===== src/design/pdp_pkg.sv =====
package pdp_pkg;

  localparam int COORD_WIDTH_DEF = 16;
  localparam int ITERATIONS_DEF  = 16;

  // Fraction bits added below the coordinate LSB inside the CORDIC datapath.
  localparam int GUARD       = 8;
  localparam int ANGLE_WIDTH = 16;
  localparam int Z_WIDTH     = 32;
  localparam int ATAN_LEN    = 24;
  localparam int ATAN_IDX_W  = 5;

  // Inverse CORDIC gain in Q30 and the split used for the gain multiply.
  localparam int GAIN_WIDTH = 30;
  localparam logic [GAIN_WIDTH-1:0] INV_GAIN = 30'd652032874;
  localparam int LO_WIDTH   = 22;
  localparam int RND_SHIFT  = 29 + GUARD;
  localparam int FIN_SHIFT  = GUARD + 8;

  localparam logic [Z_WIDTH-1:0] Z_QUARTER     = 32'h4000_0000;
  localparam logic [Z_WIDTH-1:0] Z_NEG_QUARTER = 32'hC000_0000;
  localparam logic [Z_WIDTH-1:0] DIR_ROUND     = 32'h0000_8000;

  typedef struct packed {
    logic valid;
    logic zero;
  } pdp_ctl_t;

  // atan(2^-i) with 2^31 = pi, rounded to nearest.
  function automatic logic [Z_WIDTH-1:0] atan_lut(input logic [ATAN_IDX_W-1:0] idx);
    logic [Z_WIDTH-1:0] val;
    case (idx)
      5'd0:    val = 32'd536870912;
      5'd1:    val = 32'd316933406;
      5'd2:    val = 32'd167458907;
      5'd3:    val = 32'd85004756;
      5'd4:    val = 32'd42667331;
      5'd5:    val = 32'd21354465;
      5'd6:    val = 32'd10680350;
      5'd7:    val = 32'd5340245;
      5'd8:    val = 32'd2670163;
      5'd9:    val = 32'd1335087;
      5'd10:   val = 32'd667544;
      5'd11:   val = 32'd333772;
      5'd12:   val = 32'd166886;
      5'd13:   val = 32'd83443;
      5'd14:   val = 32'd41722;
      5'd15:   val = 32'd20861;
      5'd16:   val = 32'd10430;
      5'd17:   val = 32'd5215;
      5'd18:   val = 32'd2608;
      5'd19:   val = 32'd1304;
      5'd20:   val = 32'd652;
      5'd21:   val = 32'd326;
      5'd22:   val = 32'd163;
      5'd23:   val = 32'd81;
      default: val = '0;
    endcase
    return val;
  endfunction

endpackage


===== src/design/pdp_front.sv =====
module pdp_front import pdp_pkg::*; #(
  parameter int COORD_WIDTH = COORD_WIDTH_DEF,
  parameter int DW          = COORD_WIDTH_DEF + 11
) (
  input  logic                          clk,
  input  logic                          rst_n,
  input  logic [1:0]                    ld,
  input  logic                          in_valid,
  input  logic signed [COORD_WIDTH-1:0] first_x,
  input  logic signed [COORD_WIDTH-1:0] first_y,
  input  logic signed [COORD_WIDTH-1:0] second_x,
  input  logic signed [COORD_WIDTH-1:0] second_y,
  output logic                          vld0_o,
  output pdp_ctl_t                      ctl_o,
  output logic signed [DW-1:0]          x_o,
  output logic signed [DW-1:0]          y_o,
  output logic [Z_WIDTH-1:0]            z_o
);

  logic                          vld0_r;
  logic signed [COORD_WIDTH:0]   dx_r, dy_r, dx_nxt, dy_nxt;
  pdp_ctl_t                      ctl_r, ctl_nxt;
  logic signed [DW-1:0]          x_r, y_r, x_nxt, y_nxt, xg, yg;
  logic [Z_WIDTH-1:0]            z_r, z_nxt;

  // Stage 0: exact differences, one bit wider than a coordinate.
  always_comb begin
    dx_nxt = (COORD_WIDTH+1)'(first_x) - (COORD_WIDTH+1)'(second_x);
    dy_nxt = (COORD_WIDTH+1)'(first_y) - (COORD_WIDTH+1)'(second_y);
  end

  always_ff @(posedge clk) begin
    if (!rst_n) begin
      vld0_r <= 1'b0;
    end else if (ld[0]) begin
      vld0_r <= in_valid;
    end
  end

  always_ff @(posedge clk) begin
    if (ld[0]) begin
      dx_r <= dx_nxt;
      dy_r <= dy_nxt;
    end
  end

  // Stage 1: scale up and rotate the left half plane onto the right one.
  always_comb begin
    xg = DW'(dx_r) <<< GUARD;
    yg = DW'(dy_r) <<< GUARD;
    ctl_nxt.valid = vld0_r;
    ctl_nxt.zero  = (dx_r == '0) && (dy_r == '0);
    if (dx_r[COORD_WIDTH]) begin
      if (!dy_r[COORD_WIDTH]) begin
        x_nxt = yg;
        y_nxt = -xg;
        z_nxt = Z_QUARTER;
      end else begin
        x_nxt = -yg;
        y_nxt = xg;
        z_nxt = Z_NEG_QUARTER;
      end
    end else begin
      x_nxt = xg;
      y_nxt = yg;
      z_nxt = '0;
    end
  end

  always_ff @(posedge clk) begin
    if (!rst_n) begin
      ctl_r <= '0;
    end else if (ld[1]) begin
      ctl_r <= ctl_nxt;
    end
  end

  always_ff @(posedge clk) begin
    if (ld[1]) begin
      x_r <= x_nxt;
      y_r <= y_nxt;
      z_r <= z_nxt;
    end
  end

  assign vld0_o = vld0_r;
  assign ctl_o  = ctl_r;
  assign x_o    = x_r;
  assign y_o    = y_r;
  assign z_o    = z_r;

endmodule


===== config.mk =====
export PLATFORM = sky130hd
export DESIGN_NAME = pdp_front
export DESIGN_NICKNAME = d
export VERILOG_FILES = /design/src/design/pdp_pkg.sv /design/src/design/pdp_front.sv
export SDC_FILE = /design/constraint.sdc
export NUM_CORES = 1
export LEC_CHECK = 0
export BUFFER_PORTS_ARGS = -buffer_cell sky130_fd_sc_hd__buf_4
export CAP_MARGIN = 30
export CORE_ASPECT_RATIO = 1.1
export CORE_UTILIZATION = 45
export CTS_BUF_LIST = sky130_fd_sc_hd__clkbuf_8
export DETAILED_ROUTE_END_ITERATION = 8
export GPL_TIMING_DRIVEN = 0
export HOLD_SLACK_MARGIN = 0.03
export PLACE_DENSITY = 0.71
export SLEW_MARGIN = 10
export SYNTH_ARGS = -nofsm -noshare
export SYNTH_HDL_FRONTEND = slang
export SYNTH_SLANG_ARGS = --single-unit

===== constraint.sdc =====
create_clock -name clk -period 5.6 [get_ports clk]
set_input_delay 0.56 -clock clk [delete_from_list [all_inputs] [get_ports clk]]
set_output_delay 0.56 -clock clk [all_outputs]
set_load 0.005 [all_outputs]

# Word level (Yosys, flattened, before mapping)
# Cells that the tools add are included.
# totals
register_bits	123
input_bits	69
elab_cells	25
# classes
n_addsub	4
mux	5
bitwise_logic	1
reduce_logical	5
# ops
cell	n
two-way mux 27 bit	2
negation 25 -> 27 bit	2
two-way mux 24 bit	2
logical NOT 17 bit	2
subtractor 16 x 16 -> 17 bit	2
two-way mux 32 bit	1
AND reduction 2 bit	1
OR reduction 2 bit	1
logical AND 1 bit	1
inverter 1 bit	1

# Longest topological paths before layout
# logic_depth
word_depth	3
mapped_depth	9

# Worst setup path after synthesis
# OpenSTA, ideal clock, no wires.
# synth_timing
kind	input-to-reg
startpoint	in second_x[6]
endpoint	reg dx_r[14], data pin
arrival_time_ns	2.024
path_slack_ns	3.317
stages	8
path_cell_list	inv_1 -> ha_1 -> and4_1 -> a21oi_1 -> o21ai_0 -> a211oi_1 -> o21ai_0 -> xnor2_1
# synth_via
elab_chain_cells	1
# synth_lines
element	line_no	source
from (decl)	pdp_front.sv:11	input logic signed [COORD_WIDTH-1:0] second_x,
subtractor 16 x 16 -> 17 bit	pdp_front.sv:28	dx_nxt = (COORD_WIDTH+1)'(first_x) - (COORD_WIDTH+1)'(second_x);
via dx_nxt[14]	pdp_front.sv:21	logic signed [COORD_WIDTH:0] dx_r, dy_r, dx_nxt, dy_nxt;
to (signal assigned)	pdp_front.sv:42	dx_r <= dx_nxt;
to (decl)	pdp_front.sv:21	
# The timed path passes the listed nets, and every way through them passes these cells.
# A chain may end at the register's enable or synchronous reset.

# Worst setup path in the final report
# layout_timing
startpoint	reg dx_r[9]
endpoint	reg y_r[24] (netlist: y_o[24]), data pin
# layout_via
elab_chain_cells	3
# layout_lines
element	line_no	source
negation 25 -> 27 bit	pdp_front.sv:56	y_nxt = -xg;
two-way mux 27 bit	pdp_front.sv:54	if (!dy_r[COORD_WIDTH]) begin
two-way mux 27 bit	pdp_front.sv:53	if (dx_r[COORD_WIDTH]) begin
via y_nxt[24]	pdp_front.sv:23	logic signed [DW-1:0] x_r, y_r, x_nxt, y_nxt, xg, yg;
to (signal assigned)	pdp_front.sv:81	y_r <= y_nxt;
to (decl)	pdp_front.sv:23	
# The timed path passes the listed nets, and every way through them passes these cells.

==> flow_metrics.py <==
metrics = {
    "run_status": {
        "outcome": "finished, final reports clean",
    },
    "place": {
        "portBuffers": 111,
        "pre_cts_slack_ns": 2.97,
        "dpl_cell_area_um2": 6450,
        "hpwl_um": 9250,
        "routabilityCongestion": 0.848,
    },
    "critical_path": {
        "cp_slowest_stage_delay_ns": 0.62,
        "critPathRequiredTime_ns": 5.69,
        "crit_slowest_cell": "or4_1",
        "crit_path_frequent_cell": "nand2_1",
        "path_class": "register to register",
        "r2r_cells": 6,
        "path_max_fanout": 5,
        "path_cells": "or4_1, nor4_2, nor3b_1, ha_1, nand2_1, nand2_1",
        "r2r_start": "dx_r[9]",
        "cp-start-kind": "register",
        "r2r_slack_ns": 3.08,
        "r2r-end": "y_o[24]",
        "critical_path_arrival_ns": 2.61,
        "crit_path_end_kind": "register",
    },
    "yosys": {
        "synthAdderAreaFrac": 0.0934,
        "ys_seq_elements": 77,
        "ys_types": 49,
        "synth_compound_area_frac": 0.145,
        "ys.flop_type": "edfxtp_1",
        "netlist_area_um2": 5250,
        "syn_area_per_cell_um2": 9.96,
        "synth_top_family_by_area": "compound AO/OA/AOI/OAI gates",
        "yosys.area_share.simple": 0.106,
        "synth-xor-area-share": 0.0918,
        "postSynthCellCount": 527,
        "synth_edf_count": 74,
        "yosysWarningCount": 0,
        "ys_seq_area_frac": 0.435,
        "synth-async-reset-ratio": 0,
        "synthMuxAreaShare": 0.0184,
    },
    "clock_tree": {
        "cts_setup_buffers": 0,
        "clock_latency_ns": 0.35,
        "cts_tree": "done",
        "cts_hold_buf": 0,
        "root_buffer": "clkbuf_8",
        "clk_pin_slew_ns": 0.08,
        "htree_levels": 3,
        "cts_max_path_buffers": 2,
        "cts_resized": 0,
        "clock_sinks": 77,
        "numCtsBuffers": 9,
    },
    "drt": {
        "drt_pre_antenna_iters": 4,
        "vias": 4148,
        "via_per_inst": 4.87,
        "totalWireLength_um": 11300,
        "ant_nets": 0,
        "drtIter0Drc": 121,
        "wl_per_cell_um": 13.3,
        "post-route-drc-count": 0,
    },
    "sta": {
        "finalHoldViolations": 0,
        "final_max_slew_viol_count": 0,
        "clock-skew-final_ns": 0.0132,
        "worst_pin_slew_ns": 0.666,
        "rsz0062_at_grt": "no",
        "slew_headroom": 0.556,
        "min_period_over_period": 0.451,
        "max_freq_ghz": 0.396,
        "tns_ns": 0,
        "min_period_ns": 2.52,
        "layout_setup_ws_ns": 3.08,
        "setup_viol": 0,
    },
    "layout": {
        "multiInputGateArea_um2": 2570,
        "fillers": 1043,
        "antenna_cells": 0,
        "areaGrowthSynthToFinish_pct": 26.9,
        "layout-drive-gt1-share": 0.260,
        "final_common_cell": "buf_4",
        "seq_area_um2": 2280,
        "stdcell_area_um2": 6660,
        "final_nets": 803,
        "final_cell_mix": "buf_4, edfxtp_1, nor2_1",
    },
    "hold_path": {
        "worstHoldStart": "rst_n",
        "hp-class": "input port to register",
        "whs_path_depth": 2,
        "hold_end": "vld0_o",
    },
    "die": {
        "coreArea_um2": 11400,
        "die_area_um2": 12100,
        "die_width_um": 105,
        "num_rows": 41,
        "initial_core_util": 0.459,
        "ioPinCount": 158,
        "die_h_um": 115,
    },
    "pwr": {
        "cellLeakagePower_nw": 3.08,
        "switchingPower_w": 0.000521,
        "swShare": 0.292,
        "p_clk_frac": 0.247,
        "combPwrFrac": 0.290,
        "seq_power_share": 0.463,
        "p_int_w": 0.00126,
        "peakVddDrop_mv": 0.122,
        "powerDensity_nw_per_um2": 268,
    },
    "global_route": {
        "grt_overflow": 0,
        "grt_max_degree": 44,
        "grt_usage": 0.193,
        "grt_pass1_vias": 3789,
        "antenna_found_initial": 0,
        "grt_pass1_wl_um": 18300,
    },
    "flow_run": {
        "maxCapViolCount": 0,
    },
}
## per-layer routing
metal	global-route usage	part of all wire	up-vias
met5	0	0	-
met4	0.0638	0.014	0
met3	0.0334	0.047	11
met2	0.331	0.48	138
met1	0.249	0.46	1905
li1	-	-	2094
## worst max-delay path: cells and delay by family, from the launching register on
kind / cells / cell delay, ns
and+or+nand+nor: 5 / 1.47
DFF: 1 / 0.51
adders and majority gates: 1 / 0.29
## cell usage after synthesis, drive strengths merged, types with 3 or more instances
cell type / count / area share
o21bai: 3 / 0.0043
xor2: 25 / 0.042
o21a: 6 / 0.0086
nand3: 8 / 0.0076
clkbuf: 12 / 0.0086
ha: 36 / 0.086
a211oi: 5 / 0.0072
a31oi: 7 / 0.0083
nand2: 20 / 0.014
or4: 4 / 0.0064
nand2b: 3 / 0.0036
o31ai: 6 / 0.011
inv: 49 / 0.035
nor4: 6 / 0.0083
mux2i: 4 / 0.0076
edfxtp: 74 / 0.42
nor2: 53 / 0.038
a21oi: 51 / 0.049
xnor2: 30 / 0.050
nor3: 6 / 0.0057
mux2: 5 / 0.011
a21o: 12 / 0.017
o21ai: 17 / 0.016
buf: 47 / 0.066
nor2b: 7 / 0.0083
o211ai: 4 / 0.0057
dfxtp: 3 / 0.011
## kinds of logic after synthesis
| kind of cell | Yosys count |
|---|---|
| DFF | 77 |
| AOI/OAI and AO/OA | 122 |
| and+or+nand+nor | 117 |
| muxes | 9 |
| adders and majority gates | 38 |
| other | 1 |
| buffers and inverters | 108 |
| xor gates and xnor gates | 55 |
## through the flow
step                      utilization  hold slack, ns  instances  total power [W]
after floorplan                     -           0.424        574          0.00114
after global placement          0.564           0.472        835          0.00135
after detailed placement        0.564           0.494        835          0.00136
after CTS                       0.582           0.420        851          0.00180
after global routing            0.582           0.442        851          0.00189
final                           0.582           0.436        851          0.00178
## power groups by stage
stage	registers [W]	clock network, W	logic, W
floorplan	0.000819	0	0.000322
global placement	0.000837	0	0.000512
detailed placement	0.000838	0	0.000518
CTS	0.000826	0.000454	0.000521
global route	0.000836	0.000474	0.000578
finish	0.000827	0.000440	0.000517
## layout make-up
type / count / share of cell area
inverters: 49 / 0.0276
flip-flops and latches: 77 / 0.343
clock buffers: 9 / 0.0186
repair buffers: 111 / 0.125
multi-input cells: 389 / 0.385
well taps: 150 / 0.0282
plain buffers: 59 / 0.0592
clock inverters: 7 / 0.0137
## flip-flops by register name (all words and copies together), names as in the netlist
name	count
ctl_o	2
dx_r	17
dy_r	17
vld0_o	1
x_o	19
y_o	19
z_o	2
## worst max path at each step
| stage | start | end | depth (start not counted) |
|---|---|---|---|
| 5_1_grt | dx_r[9] | y_o[24] | 6 |
| 4_1_cts | dx_r[9] | y_o[24] | 6 |
| 2_1_floorplan | second_x[6] | dx_r[14] | 8 |
| 6_report | dx_r[9] | y_o[24] | 6 |
| 3_3_place_gp | first_x[0] | dx_r[14] | 10 |
| 3_5_place_dp | first_y[0] | dy_r[14] | 10 |
No activity file was read; power rests on OpenSTA's default activity.
