===== config.mk =====
export PLATFORM = sky130hd
export DESIGN_NAME = pdp_gain
export DESIGN_NICKNAME = d
export VERILOG_FILES = /design/src/design/pdp_pkg.sv /design/src/design/pdp_gain.sv
export SDC_FILE = /design/constraint.sdc
export NUM_CORES = 1
export LEC_CHECK = 0
export BUFFER_PORTS_ARGS = -buffer_cell sky130_fd_sc_hd__buf_4
export CAP_MARGIN = 40
export CORE_MARGIN = 1
export CORE_UTILIZATION = 50
export DETAILED_ROUTE_END_ITERATION = 8
export GPL_ROUTABILITY_DRIVEN = 0
export GPL_TIMING_DRIVEN = 1
export PLACE_DENSITY_LB_ADDON = 0.2
export SLEW_MARGIN = 20
export SYNTH_ARGS = -nofsm -noshare
export SYNTH_HDL_FRONTEND = slang
export SYNTH_SLANG_ARGS = --single-unit

===== constraint.sdc =====
create_clock -name clk -period 9.5 [get_ports clk]
set_clock_uncertainty 0.15 [all_clocks]
set_input_delay 1.425 -clock clk [delete_from_list [all_inputs] [get_ports clk]]
set_output_delay 1.425 -clock clk [all_outputs]
set_load 0.02 [all_outputs]

===== src/design/pdp_pkg.sv =====
package pdp_pkg;

  localparam int COORD_WIDTH_DEF = 16;
  localparam int ITERATIONS_DEF  = 16;

  // Fraction bits added below the coordinate LSB inside the CORDIC datapath.
  localparam int GUARD       = 8;
  localparam int ANGLE_WIDTH = 16;
  localparam int Z_WIDTH     = 32;
  localparam int ATAN_LEN    = 24;
  localparam int ATAN_IDX_W  = 5;

  // Inverse CORDIC gain in Q30 and the split used for the gain multiply.
  localparam int GAIN_WIDTH = 30;
  localparam logic [GAIN_WIDTH-1:0] INV_GAIN = 30'd652032874;
  localparam int LO_WIDTH   = 22;
  localparam int RND_SHIFT  = 29 + GUARD;
  localparam int FIN_SHIFT  = GUARD + 8;

  localparam logic [Z_WIDTH-1:0] Z_QUARTER     = 32'h4000_0000;
  localparam logic [Z_WIDTH-1:0] Z_NEG_QUARTER = 32'hC000_0000;
  localparam logic [Z_WIDTH-1:0] DIR_ROUND     = 32'h0000_8000;

  typedef struct packed {
    logic valid;
    logic zero;
  } pdp_ctl_t;

  // atan(2^-i) with 2^31 = pi, rounded to nearest.
  function automatic logic [Z_WIDTH-1:0] atan_lut(input logic [ATAN_IDX_W-1:0] idx);
    logic [Z_WIDTH-1:0] val;
    case (idx)
      5'd0:    val = 32'd536870912;
      5'd1:    val = 32'd316933406;
      5'd2:    val = 32'd167458907;
      5'd3:    val = 32'd85004756;
      5'd4:    val = 32'd42667331;
      5'd5:    val = 32'd21354465;
      5'd6:    val = 32'd10680350;
      5'd7:    val = 32'd5340245;
      5'd8:    val = 32'd2670163;
      5'd9:    val = 32'd1335087;
      5'd10:   val = 32'd667544;
      5'd11:   val = 32'd333772;
      5'd12:   val = 32'd166886;
      5'd13:   val = 32'd83443;
      5'd14:   val = 32'd41722;
      5'd15:   val = 32'd20861;
      5'd16:   val = 32'd10430;
      5'd17:   val = 32'd5215;
      5'd18:   val = 32'd2608;
      5'd19:   val = 32'd1304;
      5'd20:   val = 32'd652;
      5'd21:   val = 32'd326;
      5'd22:   val = 32'd163;
      5'd23:   val = 32'd81;
      default: val = '0;
    endcase
    return val;
  endfunction

endpackage


===== src/design/pdp_gain.sv =====
module pdp_gain import pdp_pkg::*; #(
  parameter int COORD_WIDTH = COORD_WIDTH_DEF,
  parameter int DW          = COORD_WIDTH_DEF + 11
) (
  input  logic                          clk,
  input  logic                          rst_n,
  input  logic [1:0]                    ld,
  input  pdp_ctl_t                      ctl_i,
  input  logic signed [DW-1:0]          x_i,
  input  logic [Z_WIDTH-1:0]            z_i,
  output logic                          vld_a_o,
  output pdp_ctl_t                      ctl_o,
  output logic [COORD_WIDTH:0]          magnitude,
  output logic signed [ANGLE_WIDTH-1:0] direction
);

  localparam int XW    = (DW - 1 > LO_WIDTH) ? DW - 1 : LO_WIDTH + 1;
  localparam int HW    = XW - LO_WIDTH;
  localparam int PW_LO = LO_WIDTH + GAIN_WIDTH;
  localparam int PW_HI = HW + GAIN_WIDTH;
  localparam int QW    = PW_LO + 1 - LO_WIDTH;
  localparam int TW    = HW + QW;
  localparam int MW    = TW - FIN_SHIFT;

  pdp_ctl_t                      ctl_a_r, ctl_b_r;
  logic [XW-1:0]                 xf;
  logic [PW_LO-1:0]              lo_prod_nxt, lo_prod_r;
  logic [PW_HI-1:0]              hi_prod_nxt, hi_prod_r;
  logic [Z_WIDTH-1:0]            zr;
  logic [ANGLE_WIDTH-1:0]        dir_a_r, dir_a_nxt;
  logic [PW_LO:0]                lo_rnd;
  logic [TW-1:0]                 total;
  logic [MW-1:0]                 mag_full;
  logic [COORD_WIDTH:0]          mag_nxt, mag_r;
  logic [ANGLE_WIDTH-1:0]        dir_b_nxt, dir_b_r;

  // Stage A: the gain multiply, split into two partial products.
  always_comb begin
    xf          = x_i[DW-1] ? '0 : XW'(unsigned'(x_i[DW-2:0]));
    lo_prod_nxt = PW_LO'(xf[LO_WIDTH-1:0]) * PW_LO'(INV_GAIN);
    hi_prod_nxt = PW_HI'(xf[XW-1:LO_WIDTH]) * PW_HI'(INV_GAIN);
    zr          = z_i + DIR_ROUND;
    dir_a_nxt   = zr[Z_WIDTH-1:Z_WIDTH-ANGLE_WIDTH];
  end

  always_ff @(posedge clk) begin
    if (!rst_n) begin
      ctl_a_r <= '0;
    end else if (ld[0]) begin
      ctl_a_r <= ctl_i;
    end
  end

  always_ff @(posedge clk) begin
    if (ld[0]) begin
      lo_prod_r <= lo_prod_nxt;
      hi_prod_r <= hi_prod_nxt;
      dir_a_r   <= dir_a_nxt;
    end
  end

  // Stage B: combine with round-half-up, saturate, and force the zero case.
  always_comb begin
    lo_rnd   = {1'b0, lo_prod_r} + ((PW_LO+1)'(1) << RND_SHIFT);
    total    = TW'(hi_prod_r) + TW'(lo_rnd[PW_LO:LO_WIDTH]);
    mag_full = total[TW-1:FIN_SHIFT];
    if (|mag_full[MW-1:COORD_WIDTH+1]) begin
      mag_nxt = '1;
    end else begin
      mag_nxt = mag_full[COORD_WIDTH:0];
    end
    dir_b_nxt = dir_a_r;
    if (ctl_a_r.zero) begin
      mag_nxt   = '0;
      dir_b_nxt = '0;
    end
  end

  always_ff @(posedge clk) begin
    if (!rst_n) begin
      ctl_b_r <= '0;
    end else if (ld[1]) begin
      ctl_b_r <= ctl_a_r;
    end
  end

  always_ff @(posedge clk) begin
    if (ld[1]) begin
      mag_r   <= mag_nxt;
      dir_b_r <= dir_b_nxt;
    end
  end

  assign vld_a_o   = ctl_a_r.valid;
  assign ctl_o     = ctl_b_r;
  assign magnitude = mag_r;
  assign direction = signed'(dir_b_r);

endmodule


; ---- Word level (Yosys, flattened, before mapping)
; Index checks and enable logic that the tools add are counted.
[classes]
eq_ne = 0
bitwise_logic = 0
n_addsub = 3
magnitude_cmp = 0
mul = 2
n_reduce_logical = 1
n_div = 0
shift = 0
n_mux = 2
[op_table]
columns = cell, n
row1 = 52-bit by 38-bit adder with 53-bit output (second input constant), 1
row2 = 22-bit by 29-bit multiplier with 51-bit output (second input constant), 1
row3 = 34-bit by 31-bit adder with 35-bit output, 1
row4 = 4-bit by 29-bit multiplier with 33-bit output (second input constant), 1
row5 = 32-bit by 16-bit adder with 32-bit output (second input constant), 1
row6 = 26-bit two-way mux, 1
row7 = 17-bit two-way mux, 1
row8 = 2-bit OR reduction, 1
[word_totals]
latchBits = 0
elab_cells = 17
output_inout_bits = 36
mem_bits_rw = 0
register_bits = 137
mem_count = 0
romBits = 0

; ---- Logic depth before layout (Yosys ltp)
; Gate-level depths: netlist of run 1.
[depth]
word_depth = 4
mapped_depth = 28
mapped_depth_nobuf = 27

; ---- Worst setup path before layout of run 1
; OpenSTA, ideal clock, no wires.
[synth_path]
kind = input to register
startpoint = input x_i[26]
endpoint = register lo_prod_r[43], data pin
path_buffers = 2
required_ns = 9.085
cell_stages = 25
path_slack_ns = 1.219
arrival_ns = 7.866
path_cell_list = clkbuf_1 > clkbuf_1 > nand2b_1 > inv_1 > ha_1 > inv_1 > fa_1 > fa_1 > inv_1 > fa_1 > fa_1 > fa_1 > inv_1 > fa_1 > inv_1 > ha_1 > nand2_1 > nor4_4 > a221oi_1 > nand3_1 > nor2_1 > o21ai_2 > a2111oi_4 > o21ai_0 > xor2_1
[synth_between]
elab_chain_cells = 2
[synth_lines]
columns = element, line_no
row1 = from (decl), pdp_gain.sv:9  ; input logic signed [DW-1:0] x_i,
row2 = 26-bit two-way mux, pdp_gain.sv:39  ; xf = x_i[DW-1] ? '0 : XW'(unsigned'(x_i[DW-2:0]));
row3 = 22-bit by 29-bit multiplier with 51-bit output, pdp_gain.sv:40  ; lo_prod_nxt = PW_LO'(xf[LO_WIDTH-1:0]) * PW_LO'(INV_GAIN);
row4 = named net lo_prod_nxt[43], pdp_gain.sv:27  ; logic [PW_LO-1:0] lo_prod_nxt, lo_prod_r;
row5 = to (signal assigned), pdp_gain.sv:56  ; lo_prod_r <= lo_prod_nxt;
row6 = to (decl), pdp_gain.sv:27
; The timed path passes the listed nets, and every way through them passes these cells.
; A chain may end at the register's enable or synchronous reset.

; ---- Worst setup path after layout of run 1
[layout_path]
startpoint = input x_i[26]
endpoint = register lo_prod_r[50], data pin
; The elaborated chain is that of the path after synthesis.

==> results.yml, run 1 <==
outcome:
  outcome: "finished clean"
yosys:
  ys_types: 69
  ys_ff_latch: 115
  netlist_instances: 1656
  synth_edf_count: 111
  ys_warn_count: 0
  yosysSeqAreaShare_pct: 19.5
  synth_fp_nets: 2255
  async_flop_share_pct: 0
  avgSynthCellArea_sq_um: 10.6
  synth_top_flop_cell: "edfxtp_1"
  syn-cell-area_sq_um: 17500
clock_tree:
  htree_levels: 4
  clkLatencyLatePin_ps: 420
  clock_sinks: 115
  clk_pin_slew_ps: 60
  post_cts_buffers: 0
  clockRootBuffer: "clkbuf_16"
  cts_tree: "yes"
  numCtsBuffers: 17
  cts_resized: 0
  cts_hold_buf: 0
  clock_path_buffers: 2
floorplan:
  io_pins: 101
  die_w_um: 189
  fp-row-count: 68
  core_area_sq_um: 34500
  dieArea_sq_um: 35800
  fp.dieH_um: 189
  start_util_pct: 50.8
setup_path:
  endpoint_kind: "register"
  crit_slowest_cell: "a311oi_1"
  worst-setup-path-type: "input port to register"
  cp_top_family: "adder cells"
  crit_fanout: 29
  cpPeakStageDelay_ps: 730
  r2r_setup_slack_ps: 5560
  crit_chain: "buf_4 -> nand2b_1 -> inv_1 -> ha_1 -> inv_1 -> fa_1 -> fa_1 -> fa_1 -> fa_1 -> fa_1 -> inv_1 -> fa_1 -> ha_1 -> nand2_1 -> o21ai_0 -> o311ai_1 -> a311oi_1 -> nor2_1 -> a211oi_1 -> buf_4 -> o21a_1 -> nor2_1 -> xnor2_1"
  worst-path-buf-inv: 5
  path_common_cell: "fa_1"
  worstPathArrival_ps: 8710
  crit_required_ps: 9510
  start_kind: "input port"
global_route:
  grt_pass1_vias: 12470
  grt_overflow: 0
  grt_pass1_wl_um: 64700
  grt_max_degree: 46
  track_usage_pct: 23.5
  antenna_found_initial: 0
drt:
  wl_um: 39900
  via_count: 11760
  drc: 0
  via_per_inst: 5.23
  antenna_left: 0
  wl_per_cell_um: 17.7
  first_iter_violations: 639
  first_pass_iters: 5
finish:
  nFillCells: 3028
  multiInputGateArea_sq_um: 12700
  ff_latch_area_sq_um: 3410
  final_cell_mix: "371 x inv_1, 268 x ha_1, 266 x fa_1"
  layout_commonest_cell: "inv_1"
  final_nets: 2380
  diodes: 0
  area_growth_pct: 11.5
  layout-drive-gt1-share_pct: 10.5
sta:
  setup_viol: 0
  worstMarginPinSlew_ps: 849
  rsz0062_at_grt: "no"
  hold_viol_final: 0
  fin_setup_tns_ps: 0
  period_share_pct: 91.5
  min_period_ps: 8690
  maxSlewViolCount: 0
  slew_headroom_pct: 43.0
  fmax_mhz: 115
job:
  maxCapViolations: 0
placement:
  io_buffers: 85
  place_hpwl_um: 34800
min_path:
  hold_class: "register to register"
==> synthesized netlist by cell type (all sizes together) (17+ instances only) <==
cell | number | area (sq um)
nor2 | 55 | 206
xnor2 | 59 | 517
nor2b | 47 | 294
nand4 | 17 | 113
edfxtp | 111 | 3330
a21oi | 82 | 448
xor2 | 38 | 333
a21o | 25 | 188
nand2b | 24 | 150
and3 | 22 | 138
inv | 371 | 1390
nand2 | 59 | 224
o21ai | 38 | 198
nand3 | 30 | 150
ha | 268 | 3350
fa | 266 | 5330
==> worst paths after layout <==
check,startpoint,end,cells past startpoint
worst max-delay path,x_i[26],lo_prod_r[50],23
worst min-delay path,dir_a_r[5],direction[5],1
worst max register to register,lo_prod_r[39],magnitude[0],15
worst min register to register,dir_a_r[5],direction[5],1
==> cell type report <==
type,instances,area share [%]
Inverter,371,7.12
Timing Repair Buffer,125,4.86
Sequential cell,115,17.4
Clock buffer,18,2.19
Multi-Input combinational cell,1151,64.7
Tap cell,455,2.91
Clock inverter,14,0.806
==> cells by family (layout without fill, tap and decap cells) <==
| logic type | Yosys count | after routing | share of synthesized area (%) |
|---|---|---|---|
| fa+ha+maj | 534 | 534 | 49.5 |
| flops | 115 | 115 | 19.5 |
| simple gates | 294 | 294 | 8.74 |
| mux | 4 | 4 | 0.228 |
| compound gates | 222 | 222 | 8.85 |
| xor+xnor | 97 | 97 | 4.84 |
| buf+inv | 390 | 528 | 8.40 |
==> registers in the layout, indices dropped and copies added, names as in the netlist <==
| register | flops |
|---|---|
| magnitude | 17 |
| hi_prod_r | 33 |
| direction | 16 |
| ctl_o | 2 |
| vld_a_o | 1 |
| dir_a_r | 16 |
| lo_prod_r | 29 |
| ctl_a_r | 1 |
==> layer usage <==
layer / global-route usage, % / up-vias / share of wire [%]
met3: 3.65 / 65 / 4.4
li1: - / 5678 / -
met2: 40.8 / 298 / 49
met1: 29.9 / 5719 / 43
met5: 0 / - / 0
met4: 8.16 / 0 / 3.1
==> metrics by stage <==
| stage | hold WS (ps) | cells | util [%] | cell area, sq um | worst slack, ps |
|---|---|---|---|---|---|
| floorplan | 359 | 1656 | - | 17500 | 1220 |
| CTS | 384 | 2249 | 56.6 | 19600 | 793 |
| detailed placement | 368 | 2217 | 54.9 | 19000 | 364 |
| global route | 401 | 2249 | 56.6 | 19600 | 498 |
| global placement | 350 | 2216 | 54.9 | 19000 | 441 |
| finish | 380 | 2249 | 56.6 | 19600 | 805 |
Power of run 1 is not shown: default switching activity piles up to over one toggle a cycle in this logic, so the estimate is an artifact.
==> run 2, diff against run 1 <==
RECOVER_POWER = 25   (was not set)
==> results.yml, run 2 (synthesis gave the netlist of run 1 again) <==
outcome:
  outcome: "complete, but fails checks"
  violations: "max-capacitance violations, max-slew violations"
global_route:
  grt_max_degree: 46
  gr-max-usage-layer: "met2"
  grt_pass1_wl_um: 64700
  global_route.usage.met2_pct: 40.8
  track_usage_pct: 23.5
  grt_overflow: 0
  grt_use_met3_pct: 3.65
  grt_pass1_vias: 12470
  use_met1_pct: 29.9
  antenna_found_initial: 0
finish:
  ff_latch_area_sq_um: 3410
  layout_commonest_cell: "inv_1"
  largest_reg_flops: 33
  layout-drive-gt1-share_pct: 10.3
  final_nets: 2380
  area_growth_pct: 11.5
  final_cell_mix: "371 x inv_1, 268 x ha_1, 266 x fa_1"
  top_register: "hi_prod_r"
  nFillCells: 3031
  diodes: 0
  multiInputGateArea_sq_um: 12700
sta:
  setup_viol: 0
  min_period_ps: 8690
  worstMarginPinSlew_ps: 2400
  maxSlewViolCount: 117
  fmax_mhz: 115
  rsz0062_at_grt: "no"
  fin_setup_tns_ps: 0
  period_share_pct: 91.4
  slew_headroom_pct: -59.9
  whs_ps: 380
  hold_viol_final: 0
setup_path:
  cpPeakStageDelay_ps: 730
  crit_chain: "buf_4 -> nand2b_1 -> inv_1 -> ha_1 -> inv_1 -> fa_1 -> fa_1 -> fa_1 -> fa_1 -> fa_1 -> inv_1 -> fa_1 -> ha_1 -> nand2_1 -> o21ai_0 -> o311ai_1 -> a311oi_1 -> nor2_1 -> a211oi_1 -> buf_4 -> o21a_1 -> nor2_1 -> xnor2_1"
  crit_required_ps: 9520
  crit_fanout: 29
  path_common_cell: "fa_1"
  start_kind: "input port"
  cp_top_family: "adder cells"
  endpoint_kind: "register"
  worst-path-buf-inv: 5
  worst-setup-path-type: "input port to register"
  crit_slowest_cell: "a311oi_1"
  worstPathArrival_ps: 8700
drt:
  wl_per_cell_um: 17.8
  via_count: 11761
  first_pass_iters: 5
  antenna_left: 0
  drc: 0
  first_iter_violations: 619
  via_per_inst: 5.23
  wl_um: 39900
min_path:
  hold_class: "register to register"
clock_tree:
  numCtsBuffers: 17
  clkLatencyLatePin_ps: 420
  post_cts_buffers: 0
  clock_path_buffers: 2
  cts_hold_buf: 0
  cts_resized: 0
  clk_pin_slew_ps: 60
  cts_tree: "yes"
  clock_sinks: 115
  clockRootBuffer: "clkbuf_16"
  htree_levels: 4
floorplan:
  io_pins: 101
  start_util_pct: 50.8
  fp-row-count: 68
  dieArea_sq_um: 35800
  fp.dieH_um: 189
  die_w_um: 189
  core_area_sq_um: 34500
job:
  maxCapViolations: 3
placement:
  place_hpwl_um: 34800
  io_buffers: 85
[run 2: cell count changes in the layout (fill, tap and decap cells not counted)]
cell,delta
clkbuf_1,+4
buf_4,-5
clkbuf_4,+1
[run 2: cell type report]
class / instances / share of cell area [%]
Multi-Input combinational cell: 1151 / 64.7
Clock inverter: 14 / 0.806
Sequential cell: 115 / 17.5
Tap cell: 455 / 2.91
Clock buffer: 18 / 2.19
Inverter: 371 / 7.12
Timing Repair Buffer: 125 / 4.79
[run 2: worst register-to-register path: stages, from the launching register on]
cell and delay (ps):
edfxtp_1 410, and3_1 210, and3_1 200, and2_1 170, nand4_1 170, xnor2_1 170, ha_1 350, nand2_1 90
nand2_1 60, a21o_1 180, a21oi_1 190, nor2b_1 90, o21ai_0 310, o311ai_4 220, a31oi_4 550, a21oi_1 150
[run 2: worst paths after layout]
path	startpoint	to	slack, ps	cells after the start
setup / recovery	x_i[26]	lo_prod_r[50]	810	23
hold / removal	dir_a_r[4]	direction[4]	380	1
setup reg to reg	lo_prod_r[39]	magnitude[0]	5510	15
hold reg to reg	dir_a_r[4]	direction[4]	380	1
[run 2: per-stage QoR]
step	area (sq um)	util (%)	worst slack, ps	std cells
global route	19600	56.6	498	2249
detailed placement	19000	54.9	364	2217
finish	19600	56.6	813	2249
floorplan	17500	-	1220	1656
CTS	19600	56.6	793	2249
global placement	19000	54.9	441	2216
[run 2: layer usage]
metal	vias up	share of wire [%]
li1	5676	-
met1	5722	43
met2	297	49
met3	66	4.4
met4	0	3.1
met5	-	0
Power of run 2 is left out for the same reason.
