[src/design/pdp_pkg.sv]
package pdp_pkg;

  localparam int COORD_WIDTH_DEF = 16;
  localparam int ITERATIONS_DEF  = 16;

  // Fraction bits added below the coordinate LSB inside the CORDIC datapath.
  localparam int GUARD       = 8;
  localparam int ANGLE_WIDTH = 16;
  localparam int Z_WIDTH     = 32;
  localparam int ATAN_LEN    = 24;
  localparam int ATAN_IDX_W  = 5;

  // Inverse CORDIC gain in Q30 and the split used for the gain multiply.
  localparam int GAIN_WIDTH = 30;
  localparam logic [GAIN_WIDTH-1:0] INV_GAIN = 30'd652032874;
  localparam int LO_WIDTH   = 22;
  localparam int RND_SHIFT  = 29 + GUARD;
  localparam int FIN_SHIFT  = GUARD + 8;

  localparam logic [Z_WIDTH-1:0] Z_QUARTER     = 32'h4000_0000;
  localparam logic [Z_WIDTH-1:0] Z_NEG_QUARTER = 32'hC000_0000;
  localparam logic [Z_WIDTH-1:0] DIR_ROUND     = 32'h0000_8000;

  typedef struct packed {
    logic valid;
    logic zero;
  } pdp_ctl_t;

  // atan(2^-i) with 2^31 = pi, rounded to nearest.
  function automatic logic [Z_WIDTH-1:0] atan_lut(input logic [ATAN_IDX_W-1:0] idx);
    logic [Z_WIDTH-1:0] val;
    case (idx)
      5'd0:    val = 32'd536870912;
      5'd1:    val = 32'd316933406;
      5'd2:    val = 32'd167458907;
      5'd3:    val = 32'd85004756;
      5'd4:    val = 32'd42667331;
      5'd5:    val = 32'd21354465;
      5'd6:    val = 32'd10680350;
      5'd7:    val = 32'd5340245;
      5'd8:    val = 32'd2670163;
      5'd9:    val = 32'd1335087;
      5'd10:   val = 32'd667544;
      5'd11:   val = 32'd333772;
      5'd12:   val = 32'd166886;
      5'd13:   val = 32'd83443;
      5'd14:   val = 32'd41722;
      5'd15:   val = 32'd20861;
      5'd16:   val = 32'd10430;
      5'd17:   val = 32'd5215;
      5'd18:   val = 32'd2608;
      5'd19:   val = 32'd1304;
      5'd20:   val = 32'd652;
      5'd21:   val = 32'd326;
      5'd22:   val = 32'd163;
      5'd23:   val = 32'd81;
      default: val = '0;
    endcase
    return val;
  endfunction

endpackage

[src/design/pdp_cordic_stage.sv]
module pdp_cordic_stage import pdp_pkg::*; #(
  parameter int DW    = COORD_WIDTH_DEF + 11,
  parameter int SHIFT = 0
) (
  input  logic                 clk,
  input  logic                 rst_n,
  input  logic                 ld,
  input  pdp_ctl_t             ctl_i,
  input  logic signed [DW-1:0] x_i,
  input  logic signed [DW-1:0] y_i,
  input  logic [Z_WIDTH-1:0]   z_i,
  output pdp_ctl_t             ctl_o,
  output logic signed [DW-1:0] x_o,
  output logic signed [DW-1:0] y_o,
  output logic [Z_WIDTH-1:0]   z_o
);

  pdp_ctl_t             ctl_r;
  logic signed [DW-1:0] x_r, y_r, x_nxt, y_nxt, xs, ys;
  logic [Z_WIDTH-1:0]   z_r, z_nxt, step;

  // One micro-rotation driving y toward zero; both updates use the old x and y.
  always_comb begin
    xs   = x_i >>> SHIFT;
    ys   = y_i >>> SHIFT;
    step = atan_lut(ATAN_IDX_W'(SHIFT));
    if (!y_i[DW-1]) begin
      x_nxt = x_i + ys;
      y_nxt = y_i - xs;
      z_nxt = z_i + step;
    end else begin
      x_nxt = x_i - ys;
      y_nxt = y_i + xs;
      z_nxt = z_i - step;
    end
  end

  always_ff @(posedge clk) begin
    if (!rst_n) begin
      ctl_r <= '0;
    end else if (ld) begin
      ctl_r <= ctl_i;
    end
  end

  always_ff @(posedge clk) begin
    if (ld) begin
      x_r <= x_nxt;
      y_r <= y_nxt;
      z_r <= z_nxt;
    end
  end

  assign ctl_o = ctl_r;
  assign x_o   = x_r;
  assign y_o   = y_r;
  assign z_o   = z_r;

endmodule

[config.mk]
export PLATFORM = sky130hd
export DESIGN_NAME = pdp_cordic_stage
export DESIGN_NICKNAME = d
export VERILOG_FILES = /design/src/design/pdp_pkg.sv /design/src/design/pdp_cordic_stage.sv
export SDC_FILE = /design/constraint.sdc
export NUM_CORES = 1
export LEC_CHECK = 0
export BUFFER_PORTS_ARGS = -buffer_cell sky130_fd_sc_hd__buf_2
export CORE_MARGIN = 5
export CORE_UTILIZATION = 25
export CTS_CLUSTER_SIZE = 20
export DETAILED_ROUTE_END_ITERATION = 8
export HOLD_SLACK_MARGIN = 0.02
export MAX_ROUTING_LAYER = met4
export RECOVER_POWER = 25
export SLEW_MARGIN = 20
export SYNTH_ARGS = -nofsm -noshare
export SYNTH_HDL_FRONTEND = slang
export SYNTH_SLANG_ARGS = --single-unit
[constraint.sdc]
create_clock -name clk -period 4.6 [get_ports clk]
set_clock_uncertainty 0.05 [all_clocks]
set_input_delay 0 -clock clk [delete_from_list [all_inputs] [get_ports clk]]
set_output_delay 0 -clock clk [all_outputs]
set_load 0.02 [all_outputs]
=== Word level (Yosys, flattened, before mapping) ===
Cells that the tools add are included.

* Mux-type cells: 3
* Add/subtract/negate cells: 5

{| class="wikitable"
|+ Operators with widths
! kind !! count
|-
| $mux W27 || 2
|-
| $sub A27 B27 Y27 || 2
|-
| $add A32 B30 Y32 const B || 1
|-
| $mux W32 || 1
|-
| $sub A32 B30 Y32 const B || 1
|-
| $add A27 B27 Y27 || 1
|}

* Bits in registers: 88
* Word-level logic and storage cells: 13
* Input bits: 91
* Output and inout bits: 88

=== Logic depth before layout (Yosys ltp) ===
Gate-level depths: netlist of run 1.

* Word-level depth: 2
* Mapped depth: 12
* Mapped depth without buffers: 12

=== Worst setup path after synthesis of run 1 ===
No wires, ideal clock.

* Path kind: input-to-reg
* Start point: input port x_i[2]
* End point: register x_r[26] (netlist: x_o[26]) (data pin)
* Required time: 4288 ps
* Setup time: 262 ps
* Arrival time: 2239 ps
* Stages on the path: 11
* Buffers on the path: 0
* Setup slack: 2049 ps
* Cell sequence: inv_1 ha_1 nor2b_1 o2111a_1 or4_1 nand2_1 o41ai_2 a31o_2 a2111oi_0 a21oi_1 xor2_1

* Cells in the longest elaborated chain, start to end: 2
* Elaborated cells on any way between the ends: 3
* Classes of those cells: add/sub: 2; mux: 1

{| class="wikitable"
|+ RTL lines
! what !! line !! source
|-
| start, declared || pdp_cordic_stage.sv:9 || <nowiki>input logic signed [DW-1:0] x_i,</nowiki>
|-
| $add A27 B27 Y27 or $sub A27 B27 Y27 (tied branches) || pdp_cordic_stage.sv:28, pdp_cordic_stage.sv:32 ||
|-
| $mux W27 * || pdp_cordic_stage.sv:27 || <nowiki>if (!y_i[DW-1]) begin</nowiki>
|-
| via x_nxt[26] || pdp_cordic_stage.sv:19 || <nowiki>logic signed [DW-1:0] x_r, y_r, x_nxt, y_nxt, xs, ys;</nowiki>
|-
| end signal, assigned || pdp_cordic_stage.sv:48 || <nowiki>x_r <= x_nxt;</nowiki>
|-
| end, declared || pdp_cordic_stage.sv:19 ||
|}

Mark *: on every way through the listed nets, which the timed path passes. The rest lies on a longest branch.
A chain may end at the register's enable or synchronous reset.

==> results of run 1 <==
[Yosys cell counts (12+ instances only)]
cell type | count | area [um2]
a21o_1 | 24 | 180
a21oi_1 | 65 | 325
clkbuf_1 | 16 | 60.1
edfxtp_1 | 85 | 2550
ha_1 | 78 | 976
inv_1 | 77 | 289
mux2i_1 | 14 | 140
nand2_1 | 37 | 139
nor2_1 | 57 | 214
nor2b_1 | 12 | 75.1
o21ai_0 | 34 | 170
xnor2_1 | 42 | 368
[sequential cells by signal, summed over array words and instances, names as in the netlist]
register  cells
z_o          32
y_o          27
x_o          26
ctl_o         2
[power breakdown]
part / switching, uW / internal, uW / total [uW]
clock network: 314 / 428 / 742
logic: 613 / 351 / 964
registers: 29.7 / 1010 / 1040
[metrics by stage]
stage / total power, uW / hold slack, ps
5_1_grt: 2900 / 98.2
2_1_floorplan: 1660 / 48.9
3_3_place_gp: 1990 / 127
4_1_cts: 2780 / 78.5
3_5_place_dp: 1990 / 128
6_report: 2750 / 93.3
[logic make-up (layout without fill, tap and decap cells)]
kind of cell | Yosys count | after routing
compound gates | 216 | 216
simple gates | 160 | 160
xor+xnor | 52 | 52
mux | 14 | 14
flops | 87 | 87
buf+inv | 110 | 311
other cells | 0 | 4
fa+ha+maj | 82 | 82
[worst register-to-register path: stages, from the launching register on]
cell and delay, ps:
dfxtp_1 320, mux2i_1 130, nor2b_1 60, dlygate4sd3_1 560
[routing by layer]
layer / vias to the layer above / global-route usage (%) / part of all wire [%]
li1: 2957 / - / -
met1: 2872 / 18.3 / 46
met2: 213 / 20.8 / 45
met3: 27 / 2.78 / 6.8
met4: 0 / 3.70 / 1.9
met5: - / - / 0
[cell type report]
cell class | instances | share of cell area (%)
clock buffer | 9 | 2.55
timing repair buffer | 217 | 14.4
multi-input combinational | 524 | 44.0
antenna | 4 | 0.114
clock inverter | 7 | 0.880
sequential | 87 | 29.4
tap | 372 | 5.28
inverter | 78 | 3.32
[final timing paths]
| kind | slack, ps | to |
|---|---|---|
| hold reg to reg | 470 | ctl_o[1] |
| setup / recovery | 1240 | ctl_o[0] |
| setup reg to reg | 3370 | ctl_o[0] |
| hold / removal | 90 | y_o[0] |
[layout by cell type (no fill, tap or decap), types with 10 or more instances in the layout]
master	n
xor2_1	10
nand2b_1	10
xnor2_1	42
a211oi_1	11
inv_1	77
dlygate4sd3_1	36
nor3_1	10
nand2_1	37
edfxtp_1	85
nor2b_1	12
mux2i_1	14
a21oi_1	65
ha_1	78
o21ai_0	34
nor2_1	57
a21o_1	24
buf_2	176
[repair_timing]
item                                    CTS  global route
setup buffers                             0             0
endpoints found under the setup margin    0             0
hold endpoints to repair                 36             0
hold buffers                             36             0
==> flow_summary.yaml, run 1 <==
status:
  status: "complete, but fails checks"
  violations: "capacitance limit, slew limit"
placed_design:
  place_congestion: 0.959
  dpl_cell_area_um2: 8150
  dp_slack_ps: 1420
  place_inst: 1242
  port_buffers: 178
  dp_hpwl_mm: 17.1
worst_setup_path:
  cp.buffers_inverters: 3
  r2r_start: "ctl_o[0]"
  crit_cells: 5
  crit_arrival_ps: 3540
  critPathSlowestCell: "clkbuf_1"
  critPathMaxStageDelay_ps: 1940
  crit_path_cell_trace: "clkbuf_1 > buf_4 > mux2i_1 > nor2b_1 > dlygate4sd3_1"
  end_kind: "flop"
  critPathLaunchType: "primary input"
  startpoint: "ld"
  cp_top_family: "buffers and inverters"
  r2r_cells: 3
  path_max_fanout: 52
  cp_data_required_time_ps: 4780
  crit_type: "primary input to flop"
routing:
  drt-initial-drc-count: 400
  routedWlPerCell_um: 16.3
  drcViolationCount: 0
  drtPass1Iterations: 5
  vias: 6069
  avgViaCountPerCell: 4.68
  postRouteAntennaNets: 0
  wirelength_mm: 21.2
die:
  dieHeight_um: 176
  rows: 60
  start_util_pct: 25.5
  die-area_um2: 31100
  core_region_area_um2: 27100
  io_pins: 179
  chipWidth_um: 176
synth:
  synth_edf_count: 85
  syn-cell-area_um2: 6910
  yosysWarningCount: 0
  syn-num-nets: 894
  synth-seq-cells: 87
  synthMuxAreaShare_pct: 2.03
  yosys.area_share.xor_xnor_pct: 6.59
  syn_avg_cell_area_um2: 9.58
  synthSimpleGateAreaFrac_pct: 10.9
  synth_ff_type: "edfxtp_1"
  yosysSeqAreaShare_pct: 37.5
  synth_cells: 721
  synth-compound-area-share_pct: 21.4
  ys_async_sr_fraction_pct: 0
  synth_cell_types: 67
  synth_top_family_by_area: "compound AO/OA/AOI/OAI gates"
  synth-adder-area-share_pct: 15.3
worst_hold_path:
  worstHoldPathCells: 4
  worstHoldStart: "x_i[0]"
  min_path_type: "primary input to flop"
sta:
  tightest_slew_ps: 2790
  layout_worst_path_cycle_share_pct: 73.1
  setup_ws_ps: 1240
  grt_setup_unrepaired: "no"
  final_hold_viol_count: 0
  clock.fmax_mhz: 298
  relSlewSlack_pct: -85.7
  finalSetupViolCount: 0
  finalMaxSlewViolations: 53
  period_minus_slack_ps: 3360
  fin_tns_setup_ps: 0
clocking:
  cts_resized: 0
  cts-root-buf: "clkbuf_16"
  worstSkewPairLatency_ps: 340
  cts_inserted_buffers: 9
  cts_tree: "built"
  clkSinkCount: 87
  cts-htree-levels: 3
  cts_buffer_depth: 2
  clk_pin_slew_ps: 70
run:
  drv_cap: 1
global_routing:
  antenna_found_initial: 3
  overflow: 0
  grt_pass1_wl_mm: 32.5
  grt_max_degree: 64
  grt_util_all_layers_pct: 13.6
  grt_pass1_vias: 5918
finish:
  area_delta_synth_final_pct: 27.7
  drive_gt1_share_pct: 23.1
  post-route-util_pct: 32.5
  fill_cells: 2825
  ff_latch_area_um2: 2590
  final_area_um2: 8820
  final_nets: 1090
  multi_input_area_um2: 3880
  instances_no_fill: 1298
power_and_ir_drop:
  vdd_drop_max_mv: 0.154
  power.density_nw_per_um2: 312
  leakage_uw: 0.00395
Note: power is estimated with default switching activity, not from simulation.
==> run 2, diff against run 1 <==
ABC_AREA = 1   (was unset)
clock period = 3.5 ns   (was 4.6 ns; I/O delays follow)
==> run 2 against run 1 <==
Compared with the run above: the run still ends with capacitance limit, slew limit left; cell area is 19% higher; cell count is 46% higher; sequential share of layout area is 4.7 points lower; critical endpoint is now y_o[24]; largest cell class unchanged; largest power group is now combinational cells.
==> flow_summary.yaml, run 2 <==
worst_setup_path:
  end_kind: "flop"
  r2r_start: "ctl_o[0]"
  critPathSlowestCell: "dlygate4sd3_1"
  crit_type: "primary input to flop"
  cp_data_required_time_ps: 3560
  critPathLaunchType: "primary input"
  critPathMaxStageDelay_ps: 540
  path_max_fanout: 3
  crit_arrival_ps: 2420
  crit_path_cell_trace: "dlygate4sd3_1 > buf_2 > ha_1 > fa_1 > nand2_1 > nand2_1 > and2_1 > nand2_1 > nand2_1 > nand2_1 > nand4_1 > nand3_1 > nand2_1"
  startpoint: "y_i[0]"
  crit_top_cell: "nand2_1"
finish:
  layout_common_cells: "368 x nand2_1, 204 x inv_1, 176 x buf_2"
  drive_gt1_share_pct: 16.4
  largest_reg_flops: 32
  final_common_cell: "nand2_1"
  instances_no_fill: 1895
  area_delta_synth_final_pct: 22.5
  final_nets: 1614
routing:
  avgViaCountPerCell: 4.60
  drcViolationCount: 0
  postRouteAntennaNets: 0
  vias: 8708
  drtPass1Iterations: 6
  wirelength_mm: 31.9
  routedWlPerCell_um: 16.8
  drt-initial-drc-count: 495
clocking:
  cts_inserted_buffers: 9
  cts-htree-levels: 3
  clkSinkCount: 87
  cts_tree: "built"
  cts_buffer_depth: 2
  cts-root-buf: "clkbuf_16"
  clk_pin_slew_ps: 70
  worstSkewPairLatency_ps: 350
sta:
  relSlewSlack_pct: -32.9
  fin_tns_setup_ps: 0
  finalSetupViolCount: 0
  grt_setup_unrepaired: "no"
  tightest_slew_ps: 1990
  clock.fmax_mhz: 423
  period_minus_slack_ps: 2360
  final_hold_viol_count: 0
  layout_worst_path_cycle_share_pct: 67.5
  finalMaxSlewViolations: 71
status:
  status: "complete, but fails checks"
  violations: "capacitance limit, slew limit"
die:
  rows: 67
  start_util_pct: 25.4
  dieHeight_um: 195
  core_region_area_um2: 33600
  chipWidth_um: 195
  die-area_um2: 38000
  io_pins: 179
power_and_ir_drop:
  power_uw: 3810
  leakage_uw: 0.00534
  power.density_nw_per_um2: 364
  vdd_drop_max_mv: 0.185
synth:
  syn-num-nets: 1419
  syn_avg_cell_area_um2: 6.86
  synth.most_common_cell: "nand2_1"
  syn-cell-area_um2: 8550
  synth_ff_type: "edfxtp_1"
  synth-seq-cells: 87
  synth_cells: 1246
  yosysWarningCount: 0
  ys_async_sr_fraction_pct: 0
  synth_edf_count: 85
  yosysSeqAreaShare_pct: 30.3
  yosysTopAreaCell: "edfxtp_1"
  ys_top_cells_by_area: "edfxtp_1 30%, nand2_1 16%, ha_1 11%"
  synth_cell_types: 40
  synth_top_area_share_pct: 29.8
  synthTopCellsByCount: "368 x nand2_1, 204 x inv_1, 109 x nand3_1"
placed_design:
  place_congestion: 0.966
  dp_hpwl_mm: 25.9
  port_buffers: 178
  place_inst: 1841
run:
  drv_cap: 1
global_routing:
  grt_max_degree: 71
  grt_util_all_layers_pct: 17.0
  overflow: 0
  grt_pass1_wl_mm: 49.3
  grt_pass1_vias: 8678
  antenna_found_initial: 1
worst_hold_path:
  min_path_type: "primary input to flop"
  worstHoldStart: "x_i[0]"
[run 2: cell types whose count changed in the layout (fill, tap and decap cells not counted), moves of 12 or more]
cell	previous run	this run
a21oi_1	65	83
xnor2_1	42	2
nor2_2	0	14
nand2_1	37	368
nor2_1	57	75
nor2b_1	12	0
inv_1	77	204
nand3_1	9	109
a21o_1	24	1
mux2i_1	14	0
nand4_1	4	31
o21ai_0	34	54
[run 2: worst paths after layout]
kind	end	slack [ps]	cells past startpoint
hold reg to reg	ctl_o[1]	1000	3
hold / removal	y_o[0]	80	4
setup reg to reg	ctl_o[0]	2210	3
setup / recovery	y_o[24]	1140	13
[run 2: through the flow]
| step | hold slack, ps | area [um2] | util (%) | setup WS (ps) |
|---|---|---|---|---|
| finish | 77.0 | 10500 | 31.2 | 1140 |
| global route | 100 | 10500 | 31.2 | 946 |
| CTS | 60.1 | 10500 | 31.2 | 1170 |
| detailed placement | 128 | 9820 | 29.2 | 1090 |
| global placement | 127 | 9820 | 29.2 | 1070 |
| floorplan | 48.9 | 8550 | - | 1840 |
[run 2: final cells by class]
class	instances	area, um2
inverters	213	800
flip-flops and latches	87	2590
clock buffers	10	229
repair buffers	219	1300
diodes	1	2.50
multi-input cells	911	4930
well taps	448	561
clock inverters	6	60.1
fillers	3734	23100
[run 2: metal layers]
layer | track usage [%] | wire length (um)
met1 | 21.6 | 14200
met2 | 28.1 | 15100
met3 | 2.58 | 1840
met4 | 4.99 | 731
met5 | - | 0
[run 2: report_power, final]
group	switching, uW	total, uW	internal [uW]
registers	38.9	1340	1300
logic	1010	1470	462
clock network	451	1000	553
total	1500	3810	2320
[run 2: what timing repair did]
action	4_1_cts	5_1_grt
resized for setup	0	0
hold endpoints to repair	35	0
endpoints found under the setup margin	0	0
buffers inserted	0	0
hold buffers	37	0
[run 2: worst max-delay path: cells and delay by family]
| family | cells | cell delay (ps) |
|---|---|---|
| buffers and inverters | 2 | 680 |
| and+or+nand+nor | 9 | 1100 |
| adders and majority gates | 2 | 640 |
[run 2: logic make-up after synthesis]
family,count (synthesis),synth area share [%]
compound gates,183,11.7
xor+xnor,22,2.25
fa+ha+maj,82,12.3
buf+inv,248,12.0
flops,87,30.3
simple gates,624,31.3
==> run 3, diff against run 2 <==
clock period = 2.2 ns   (was 3.5 ns; I/O delays follow)
==> run 3 against run 2 <==
Compared with the run above: the run now ends clean; core utilization rose by 2.1 points; non-clock buffer count rose by 95; combinational power rose by 76%; total power rose by 66%.
==> flow_summary.yaml, run 3 (same netlist as run 2, synthesis figures left out) <==
finish:
  final_common_cell: "nand2_1"
  n_antenna_cell: 0
  layout_common_cells: "368 x nand2_1, 204 x inv_1, 177 x buf_2"
  area_delta_synth_final_pct: 30.8
  largest_reg_flops: 32
  drive_gt1_share_pct: 21.5
  final_nets: 1709
routing:
  avgViaCountPerCell: 4.54
  wirelength_mm: 32.5
  drtPass1Iterations: 5
  vias: 9034
  drcViolationCount: 0
  postRouteAntennaNets: 0
  drt-initial-drc-count: 497
  routedWlPerCell_um: 16.4
power_and_ir_drop:
  switchingPower_uw: 2440
  switching_share_pct: 38.6
  vdd_drop_max_mv: 0.284
  power_frac_comb_pct: 40.8
  power.density_nw_per_um2: 565
  internal_power_uw: 3880
  leakage_uw: 0.00580
  seqPwrFrac_pct: 33.7
  clkPwrFrac_pct: 25.6
worst_setup_path:
  end_kind: "flop"
  r2r_cells: 3
  critPathMaxStageDelay_ps: 440
  crit_type: "primary input to flop"
  r2r-end: "ctl_o[0]"
  r2r_start: "ctl_o[0]"
  critPathLaunchType: "primary input"
  endpoint: "x_o[15]"
  r2r_slack_ps: 960
  crit_arrival_ps: 1850
  path_max_fanout: 6
  critPathSlowestCell: "a21oi_1"
  cp_data_required_time_ps: 2210
  startpoint: "x_i[4]"
  crit_path_cell_trace: "buf_2 > inv_1 > ha_1 > a21oi_1 > o21ai_0 > inv_1 > nand2_2 > nand2_1 > nand2_1 > xor2_1 > nand2_1 > nand2_1"
  crit_top_cell: "nand2_1"
clocking:
  clk_pin_slew_ps: 80
  cts_setup_buffers: 0
  cts-root-buf: "clkbuf_16"
  cts_inserted_buffers: 9
  cts_buffer_depth: 2
  worstSkewPairLatency_ps: 350
  clkSinkCount: 87
  cts_tree: "built"
  cts-htree-levels: 3
die:
  core_region_area_um2: 33600
  chipWidth_um: 195
  rows: 67
  dieHeight_um: 195
  io_pins: 179
  die-area_um2: 38000
  start_util_pct: 25.4
sta:
  tightest_slew_ps: 949
  clock.fmax_mhz: 542
  finalMaxSlewViolations: 0
  layout_worst_path_cycle_share_pct: 83.9
  final_hold_viol_count: 0
  relSlewSlack_pct: 36.8
  period_minus_slack_ps: 1850
  grt_setup_unrepaired: "no"
  finalSetupViolCount: 0
  fin_tns_setup_ps: 0
  holdWs_ps: 23.2
global_routing:
  antenna_found_initial: 0
  grt_util_all_layers_pct: 17.4
  overflow: 0
  grt_max_degree: 50
  grt_pass1_vias: 9117
  grt_pass1_wl_mm: 50.3
status:
  status: "completed"
run:
  drv_cap: 0
worst_hold_path:
  min_path_type: "primary input to flop"
placed_design:
  port_buffers: 178
  dp_hpwl_mm: 27.1
  place_congestion: 0.955
-- run 3: worst min path at each step --
stage            start       to  slack (ps)  depth (start not counted)
2_1_floorplan   z_i[0]   z_o[0]          50                          0
3_3_place_gp   z_i[26]  z_o[26]         130                          1
3_5_place_dp   z_i[15]  z_o[15]         130                          1
4_1_cts             ld  y_o[19]          30                          1
5_1_grt             ld  y_o[19]          30                          1
6_report            ld   x_o[9]          20                          1
-- run 3: power by group through the flow --
stage / Clock, uW / Combinational, uW / Sequential, uW
after floorplan: 0 / 1240 / 2420
after global placement: 0 / 2520 / 2170
after detailed placement: 0 / 2530 / 2170
after CTS: 1690 / 2590 / 2140
after global routing: 1740 / 2850 / 2150
final: 1620 / 2580 / 2130
-- run 3: layout make-up --
type	instances	area [um2]
Tap cell	448	561
Sequential cell	87	2590
Fill cell	3657	22400
Timing Repair Buffer	314	2020
Multi-Input combinational cell	911	4930
Clock buffer	10	229
Inverter	213	800
Clock inverter	6	58.8
-- run 3: routing by layer --
metal / vias up / global-route usage (%) / wire [um]
met1: 4132 / 22.5 / 14900
met2: 273 / 28.5 / 15200
li1: 4597 / - / -
met4: 0 / 4.89 / 697
met5: - / - / 0
met3: 32 / 2.41 / 1740
-- run 3: repair_timing --
item                                   4_1_cts  5_1_grt
gates resized for setup                      0        0
endpoints found under the hold margin       35        0
hold buffers                                37        0
-- run 3: stage by stage --
step                utilization [%]  area [um2]  setup WS, ps  power, uW  cells
detailed placement             31.4       10500          10.5       4700   1936
floorplan                         -        8550           540       3660   1246
CTS                            33.3       11200           411       6420   1989
finish                         33.3       11200           354       6330   1989
global placement               31.4       10500          36.3       4690   1936
global route                   33.3       11200           180       6750   1989
-- run 3: critical path, delay by kind of cell --
family | cells | cell delay [ps]
simple gates | 5 | 430
xor+xnor | 1 | 140
compound gates | 2 | 660
buf+inv | 3 | 250
fa+ha+maj | 1 | 360
